## config.mk

```make
export PLATFORM = sky130hd
export DESIGN_NAME = trial_division_prime_test_core_flat
export DESIGN_NICKNAME = d
export VERILOG_FILES = /design/src/rtl/core/tdpt_pkg.sv /design/src/rtl/core/tdpt_req_if.sv /design/src/rtl/core/tdpt_rsp_if.sv /design/src/rtl/core/tdpt_divider.sv /design/src/rtl/core/trial_division_prime_test_core.sv /design/src/flat_wrapper.sv
export SDC_FILE = /design/constraint.sdc
export NUM_CORES = 1
export LEC_CHECK = 0
export BUFFER_PORTS_ARGS = -buffer_cell sky130_fd_sc_hd__buf_4
export CORE_ASPECT_RATIO = 1.4
export CORE_MARGIN = 5
export CORE_UTILIZATION = 53
export CTS_CLUSTER_SIZE = 8
export DETAILED_ROUTE_END_ITERATION = 8
export PLACE_DENSITY = 0.74
export SLEW_MARGIN = 20
export SYNTH_ARGS = -nofsm -noshare
export SYNTH_HDL_FRONTEND = slang
export SYNTH_SLANG_ARGS = --single-unit
```

## constraint.sdc

```tcl
create_clock -name clock -period 4 [get_ports clock]
set_clock_uncertainty 0.05 [all_clocks]
set_input_delay 0.4 -clock clock [delete_from_list [all_inputs] [get_ports clock]]
set_output_delay 0.4 -clock clock [all_outputs]
set_load 0.005 [all_outputs]
```

## src/rtl/core/tdpt_pkg.sv

```systemverilog
// Shared types and constants for the trial division prime test core.
package tdpt_pkg;

   localparam int CANDIDATE_WIDTH = 32;
   localparam int PRIME_TWO       = 2;
   localparam int PRIME_THREE     = 3;
   localparam int FIRST_DIVISOR   = 5;
   localparam int PAIR_GAP        = 2;
   localparam int DIVISOR_STEP    = 6;

   typedef struct packed {
      logic done;
      logic rem_zero;
   } div_stat_type;

endpackage

```

## src/rtl/core/tdpt_req_if.sv

```systemverilog
// Request channel carrying one candidate item.
interface tdpt_req_if import tdpt_pkg::*; ();
   logic                       valid;
   logic                       ready;
   logic [CANDIDATE_WIDTH-1:0] candidate;

   modport source (output valid, output candidate, input ready);
   modport sink (input valid, input candidate, output ready);
endinterface

```

## src/rtl/core/tdpt_rsp_if.sv

```systemverilog
// Response channel carrying one primality verdict item.
interface tdpt_rsp_if import tdpt_pkg::*; ();
   logic valid;
   logic ready;
   logic is_prime;

   modport source (output valid, output is_prime, input ready);
   modport sink (input valid, input is_prime, output ready);
endinterface

```

## src/rtl/core/tdpt_divider.sv

```systemverilog
// Bit-serial restoring divider: one quotient bit per cycle.
module tdpt_divider import tdpt_pkg::*; #(
   parameter int W = 32
) (
   input  logic         clock,
   input  logic         reset,
   input  logic         start,
   input  logic [W-1:0] dividend,
   input  logic [W-1:0] divisor,
   output div_stat_type stat,
   output logic [W-1:0] quotient
);

   localparam int CW = $clog2(W + 1);

   logic [W-1:0]  shift_ff, shift_in;
   logic [W-1:0]  rem_ff, rem_in;
   logic [W-1:0]  div_ff, div_in;
   logic [CW-1:0] count_ff, count_in;
   logic          busy_ff, busy_in;
   logic          done_ff, done_in;

   logic [W:0]    trial;
   logic [W:0]    diff;
   logic          fits;

   assign trial = {rem_ff, shift_ff[W-1]};
   assign diff  = trial - {1'b0, div_ff};
   assign fits  = (trial >= {1'b0, div_ff});

   always_comb begin
      shift_in = shift_ff;
      rem_in   = rem_ff;
      div_in   = div_ff;
      count_in = count_ff;
      busy_in  = busy_ff;
      done_in  = 1'b0;
      if (start) begin
         shift_in = dividend;
         rem_in   = '0;
         div_in   = divisor;
         count_in = CW'(W);
         busy_in  = 1'b1;
      end else if (busy_ff) begin
         shift_in = {shift_ff[W-2:0], fits};
         rem_in   = fits ? diff[W-1:0] : trial[W-1:0];
         count_in = count_ff - CW'(1);
         if (count_ff == CW'(1)) begin
            busy_in = 1'b0;
            done_in = 1'b1;
         end
      end
   end

   always_ff @(posedge clock) begin
      shift_ff <= shift_in;
      rem_ff   <= rem_in;
      div_ff   <= div_in;
      count_ff <= count_in;
      if (reset) begin
         busy_ff <= 1'b0;
         done_ff <= 1'b0;
      end else begin
         busy_ff <= busy_in;
         done_ff <= done_in;
      end
   end

   assign stat.done     = done_ff;
   assign stat.rem_zero = (rem_ff == '0);
   assign quotient      = shift_ff;

endmodule

```

## src/rtl/core/trial_division_prime_test_core.sv

```systemverilog
// Top level: primality test of one candidate item by 6k-1 / 6k+1 trial division.
// Candidates 0..3 and even numbers are decided in the check state without a division; otherwise
// the candidate goes through a run of divisions in the shared bit-serial divider: one by 3,
// then 6k-1 and 6k+1 per pair up to sqrt(n); the last pair may end after its first one.
// Throughput: one item at a time; the next item can be taken in the cycle after the verdict is stored.
// Reset: synchronous; clears the sequencer, the divider busy flag and the response valid.
module trial_division_prime_test_core import tdpt_pkg::*; #(
   parameter int NUM_WIDTH = 32
) (
   input  logic       clock,
   input  logic       reset,
   tdpt_req_if.sink   req_chan,
   tdpt_rsp_if.source rsp_chan
);

   localparam int W = NUM_WIDTH;

   localparam logic [2:0] S_IDLE  = 3'd0;
   localparam logic [2:0] S_CHECK = 3'd1;
   localparam logic [2:0] S_MOD3  = 3'd2;
   localparam logic [2:0] S_MODD  = 3'd3;
   localparam logic [2:0] S_MODD2 = 3'd4;
   localparam logic [2:0] S_DONE  = 3'd5;

   logic [2:0]   state_ff, state_in;
   logic [W-1:0] num_ff, num_in;
   logic [W-1:0] d_ff, d_in;
   logic         start_ff, start_in;
   logic         result_ff, result_in;
   logic         rsp_valid_ff, rsp_valid_in;
   logic         rsp_prime_ff, rsp_prime_in;

   logic [W-1:0] num_ext;
   logic [W-1:0] divisor;
   logic [W-1:0] quotient;
   div_stat_type div_stat;

   generate
      if (W >= CANDIDATE_WIDTH) begin : g_wide
         assign num_ext = W'(req_chan.candidate);
      end else begin : g_narrow
         assign num_ext = req_chan.candidate[W-1:0];
      end
   endgenerate

   assign divisor = (state_ff == S_MODD2) ? d_ff + W'(PAIR_GAP) : d_ff;

   tdpt_divider #(.W(W)) u_div (
      .clock    (clock),
      .reset    (reset),
      .start    (start_ff),
      .dividend (num_ff),
      .divisor  (divisor),
      .stat     (div_stat),
      .quotient (quotient)
   );

   always_comb begin
      state_in     = state_ff;
      num_in       = num_ff;
      d_in         = d_ff;
      start_in     = 1'b0;
      result_in    = result_ff;
      rsp_valid_in = rsp_valid_ff;
      rsp_prime_in = rsp_prime_ff;
      if (rsp_valid_ff && rsp_chan.ready) begin
         rsp_valid_in = 1'b0;
      end
      case (state_ff)
         S_IDLE: begin
            if (req_chan.valid) begin
               num_in   = num_ext;
               state_in = S_CHECK;
            end
         end
         S_CHECK: begin
            if (num_ff <= W'(1)) begin
               result_in = 1'b0;
               state_in  = S_DONE;
            end else if (num_ff == W'(PRIME_TWO) || num_ff == W'(PRIME_THREE)) begin
               result_in = 1'b1;
               state_in  = S_DONE;
            end else if (!num_ff[0]) begin
               result_in = 1'b0;
               state_in  = S_DONE;
            end else begin
               d_in     = W'(PRIME_THREE);
               start_in = 1'b1;
               state_in = S_MOD3;
            end
         end
         S_MOD3: begin
            if (div_stat.done) begin
               if (div_stat.rem_zero) begin
                  result_in = 1'b0;
                  state_in  = S_DONE;
               end else begin
                  d_in     = W'(FIRST_DIVISOR);
                  start_in = 1'b1;
                  state_in = S_MODD;
               end
            end
         end
         S_MODD: begin
            if (div_stat.done) begin
               if (d_ff > quotient) begin
                  result_in = 1'b1;
                  state_in  = S_DONE;
               end else if (div_stat.rem_zero) begin
                  result_in = 1'b0;
                  state_in  = S_DONE;
               end else begin
                  start_in = 1'b1;
                  state_in = S_MODD2;
               end
            end
         end
         S_MODD2: begin
            if (div_stat.done) begin
               if (div_stat.rem_zero) begin
                  result_in = 1'b0;
                  state_in  = S_DONE;
               end else begin
                  d_in     = d_ff + W'(DIVISOR_STEP);
                  start_in = 1'b1;
                  state_in = S_MODD;
               end
            end
         end
         S_DONE: begin
            if (!rsp_valid_ff || rsp_chan.ready) begin
               rsp_valid_in = 1'b1;
               rsp_prime_in = result_ff;
               state_in     = S_IDLE;
            end
         end
         default: begin
            state_in = S_IDLE;
         end
      endcase
   end

   always_ff @(posedge clock) begin
      num_ff       <= num_in;
      d_ff         <= d_in;
      result_ff    <= result_in;
      rsp_prime_ff <= rsp_prime_in;
      if (reset) begin
         state_ff     <= S_IDLE;
         start_ff     <= 1'b0;
         rsp_valid_ff <= 1'b0;
      end else begin
         state_ff     <= state_in;
         start_ff     <= start_in;
         rsp_valid_ff <= rsp_valid_in;
      end
   end

   assign req_chan.ready    = (state_ff == S_IDLE);
   assign rsp_chan.valid    = rsp_valid_ff;
   assign rsp_chan.is_prime = rsp_prime_ff;

endmodule

```

## src/flat_wrapper.sv

```systemverilog
// flat-port wrapper written by rule: the top's interface ports become plain ports
module trial_division_prime_test_core_flat import tdpt_pkg::*;
#(
   parameter int NUM_WIDTH = 32
)
  (clock, reset, req_chan_valid, req_chan_candidate, req_chan_ready, rsp_chan_valid, rsp_chan_is_prime, rsp_chan_ready);
  tdpt_req_if req_chan_i ();
  tdpt_rsp_if rsp_chan_i ();
  input  logic clock;
  input  logic reset;
  input wire logic [$bits(req_chan_i.valid)-1:0] req_chan_valid;
  input wire logic [$bits(req_chan_i.candidate)-1:0] req_chan_candidate;
  output wire logic [$bits(req_chan_i.ready)-1:0] req_chan_ready;
  output wire logic [$bits(rsp_chan_i.valid)-1:0] rsp_chan_valid;
  output wire logic [$bits(rsp_chan_i.is_prime)-1:0] rsp_chan_is_prime;
  input wire logic [$bits(rsp_chan_i.ready)-1:0] rsp_chan_ready;
  assign req_chan_i.valid = req_chan_valid;
  assign req_chan_i.candidate = req_chan_candidate;
  assign req_chan_ready = req_chan_i.ready;
  assign rsp_chan_valid = rsp_chan_i.valid;
  assign rsp_chan_is_prime = rsp_chan_i.is_prime;
  assign rsp_chan_i.ready = rsp_chan_ready;
  trial_division_prime_test_core #(.NUM_WIDTH(NUM_WIDTH)) u_core (.clock(clock), .reset(reset), .req_chan(req_chan_i), .rsp_chan(rsp_chan_i));
endmodule
```

==> summary.md <==
| Metric | Value |
|---|---|
| Layout Cells excl Fill | 1423 |
| Clock transition at path regs | 0.07 ns |
| Clock buffer count from CTS | 17 |
| Post-synth ARST share | 0 |
| Worst-path cell chain | inv_1 -> ha_1 -> nand3_2 -> nor3_1 -> a21boi_2 -> o311a_4 -> nor2_4 -> o21ai_2 -> buf_4 -> nor3_1 -> a211o_1 |
| Final worst path period need | 3.304 ns |
| Synth Cell Area | 0.01079 mm^2 |
| Synth cell count leaders | 130 x edfxtp_1, 130 x nand2_1, 101 x nor2_1 |
| Setup TNS | 0 ns |
| Fin. Hold Viols | 0 |
| Total Power | 7.395 mW |
| Vias per inst | 5.884 |
| Fraction of layout cells with a size suffix above 1 | 0.1059 |
| Final setup fails | 0 |
| Port buffer count | 38 |
| CTS tree | done |
| Avg Inst Size Synth | 9.435 um^2 |
| Drt pass-1 iters | 5 |
| Status | complete, no violations |
| Row cnt | 61 |
| RSZ-0062 raised after global routing | false |
| Syn nets | 1249 |
| CP peak stage delay | 0.59 ns |
| Worst-Skew Late Latency | 0.44 ns |
| CP dominant cell by count | nor3_1 |
| Top_reg_cell synth | edfxtp_1 |
| Initial Util | 0.5398 |
| Cell Count Post-Placement | around 1400 |
| Comb power frac | 0.402 |
| Vias in the first global route | 8172 |
| Worst Max-Slew Pin Slew | between 0.7 and 0.8 ns |
| Routed Antenna Nets | 0 |
| Fmax achieved | 0.3027 GHz |
| Largest net degree at the start of global routing | 62 |
| WP data arrival | 3.57 ns |
| Max-slew violations | 0 |
| Die W | 130.6 um |
| Post-synth EDFFs | 130 |
| Max VDD drop | 339.3 uV |
| Post-synth top area share | 0.3617 |
| Internal Pwr Total | 4.488 mW |
| Post-Route WL | 24330 um |
| Clock Path Buffers | 2 |
| Initial antenna violation count | 0 |
| Htree depth | 4 |
| Flop pwr share | 0.368 |
| Crit path kind | reg -> reg |
| First-pass GRT wire length | 39270 um |
| Post-layout net count | around 1300 |
| Clock sinks | 175 |
| Clock share of power | 0.231 |
| Reg2reg start | u_core.u_div.div_ff[8]$_DFFE_PP_ |
| Avg WL per Cell | roughly 17 um |
| Top-Level Pins | 39 |
| MaxCap Viol Count | 0 |
| Sw frac | 0.3932 |
| GRT Overall Usage | 0.2118 |
| Worst Setup SP | u_core.u_div.div_ff[8]$_DFFE_PP_ |
| Starting DRT DRC Count | 694 |
| Sw Pwr | 2.908 mW |
| Hold WC Path Type | in -> reg |
| Crit-path max FO | 16 |
| Cells after Synth | 1144 |
| DRC | 0 |
| Diodes inserted | 0 |
| Critical-path top delay cell | o21ai_2 |
| Hold-fix buffers, CTS | 0 |
| Hold Crit Start | req_chan_candidate[29] |
| Sequential element share of the synthesized area | 0.4451 |
| Clk Tree Root Cell | clkbuf_16 |
| GRT overflow | 0 |
| Setup bufs post-CTS | 0 |
| Core area | 0.02000 mm^2 |
| Placer Congestion | 0.9401 |
| Area delta synth->final | 9.865% |
| Library cells used by synthesis | between 60 and 70 |
| Worst EP required | about 4.3 ns |
| Slew HR | 0.5127 |
| Die footprint | roughly 0.023 mm^2 |
| Startpoint Class | flop |
| Top cell type by total area after synthesis | edfxtp_1 |
| Synth Register Bits | approximately 180 |
| Top post-synthesis cells by area | edfxtp_1 36%, dfxtp_1 8.3%, ha_1 7.9% |
| Cell Pwr Density | 623.6 mW/mm^2 |
| Fin crit share | 0.8260 |
| DR vias | 8373 |
| Post-cts sizing count | 0 |
| P_leak | 4.665 nW |
| Die Ht | approximately 180 um |
| Ys Warns | 0 |
| Crit end category | flop |
| Detailed Place HPWL | 18140 um |
-- power by group through the flow --
stage               Sequential, mW  Clock [mW]  Combinational [mW]
floorplan                     2.60           0                2.40
global placement              2.74           0                2.86
detailed placement            2.74           0                2.93
CTS                           2.71        1.74                2.94
global route                  2.76        1.81                3.29
finish                        2.72        1.71                2.97
-- worst max-delay path: cells and delay by family (launching register included) --
family,cells,cell delay (ns)
AOI/OAI and AO/OA,4,1.38
adders and majority gates,1,0.41
buffers and inverters,2,0.36
and+or+nand+nor,4,0.66
DFF,1,0.32
-- layout by cell type (no fill, tap or decap), types with 10 or more instances in the layout --
cell type  instances
nand3_1           29
and3_1            10
clkbuf_16         17
ha_1              68
a21oi_1           65
nor2_1           101
xor2_1            33
inv_1             87
nand4_1           32
a311oi_2          20
xnor2_1           39
o21ai_0           70
edfxtp_1         130
buf_4             55
nor3_1            20
nor4_1            22
or3_1             17
nand2b_1          12
dfxtp_1           43
a21o_1            29
nand2_1          130
-- state kept, by name (all words and copies together), names as in the netlist --
register,flops
u_core.d_ff,32
u_core.num_ff,32
u_core.u_div.div_ff,32
u_core.u_div.quotient,32
u_core.u_div.rem_ff,32
u_core.u_div.count_ff,6
u_core.state_ff,3
u_core.result_ff,1
u_core.rsp_chan.is_prime,1
u_core.rsp_chan.valid,1
u_core.start_ff,1
u_core.u_div.busy_ff,1
u_core.u_div.done_ff,1
-- path summary, 6_finish.rpt --
kind | to | slack (ns) | depth (start not counted)
setup / recovery | u_core.u_div.rem_ff[31]$_SDFFE_PP0P_ | 0.70 | 11
hold / removal | u_core.num_ff[29]$_DFFE_PP_ | 0.09 | 1
setup reg to reg | u_core.u_div.rem_ff[31]$_SDFFE_PP0P_ | 0.70 | 11
hold reg to reg | u_core.u_div.div_ff[0]$_DFFE_PP_ | 0.41 | 0
-- per-stage QoR --
step	util	area [um^2]	hold WS, ns	setup WS [ns]
finish	0.5930	11860	0.08668	0.6959
global route	0.5930	11860	0.06563	0.4835
CTS	0.5930	11860	0.07295	0.6918
detailed placement	0.5633	11260	0.3953	0.7296
global placement	0.5633	11260	0.3945	0.7903
floorplan	-	10790	0.3762	0.9250
-- logic make-up (layout without fill, tap and decap cells) --
logic type / after synthesis / in the layout / share of synthesized area
AO/OA/AOI/OAI: 266 / 266 / 0.1732
XOR/XNOR: 72 / 72 / 0.05842
adder cells (fa/ha/maj): 69 / 69 / 0.08068
buffers and inverters: 147 / 174 / 0.05506
flip-flops: 175 / 175 / 0.4451
multiplexers: 5 / 5 / 0.004984
AND/OR/NAND/NOR: 410 / 410 / 0.1826
-- metal layers --
layer,GRT usage,up-vias,share of wire
met1,0.2413,3920,0.41
li1,-,4181,-
met4,0.09777,0,0.044
met2,0.3799,209,0.51
met3,0.03815,63,0.034
met5,0,-,0
-- final cells by class --
type,instances,area (um^2)
fill,1682,8138
clock inverter,15,170.2
inverter,87,326.6
sequential,175,4810
tap,252,315.3
multi-input combinational,822,5399
timing repair buffer,55,412.9
clock buffer,17,425.4
(Power assumes the default switching activity.)
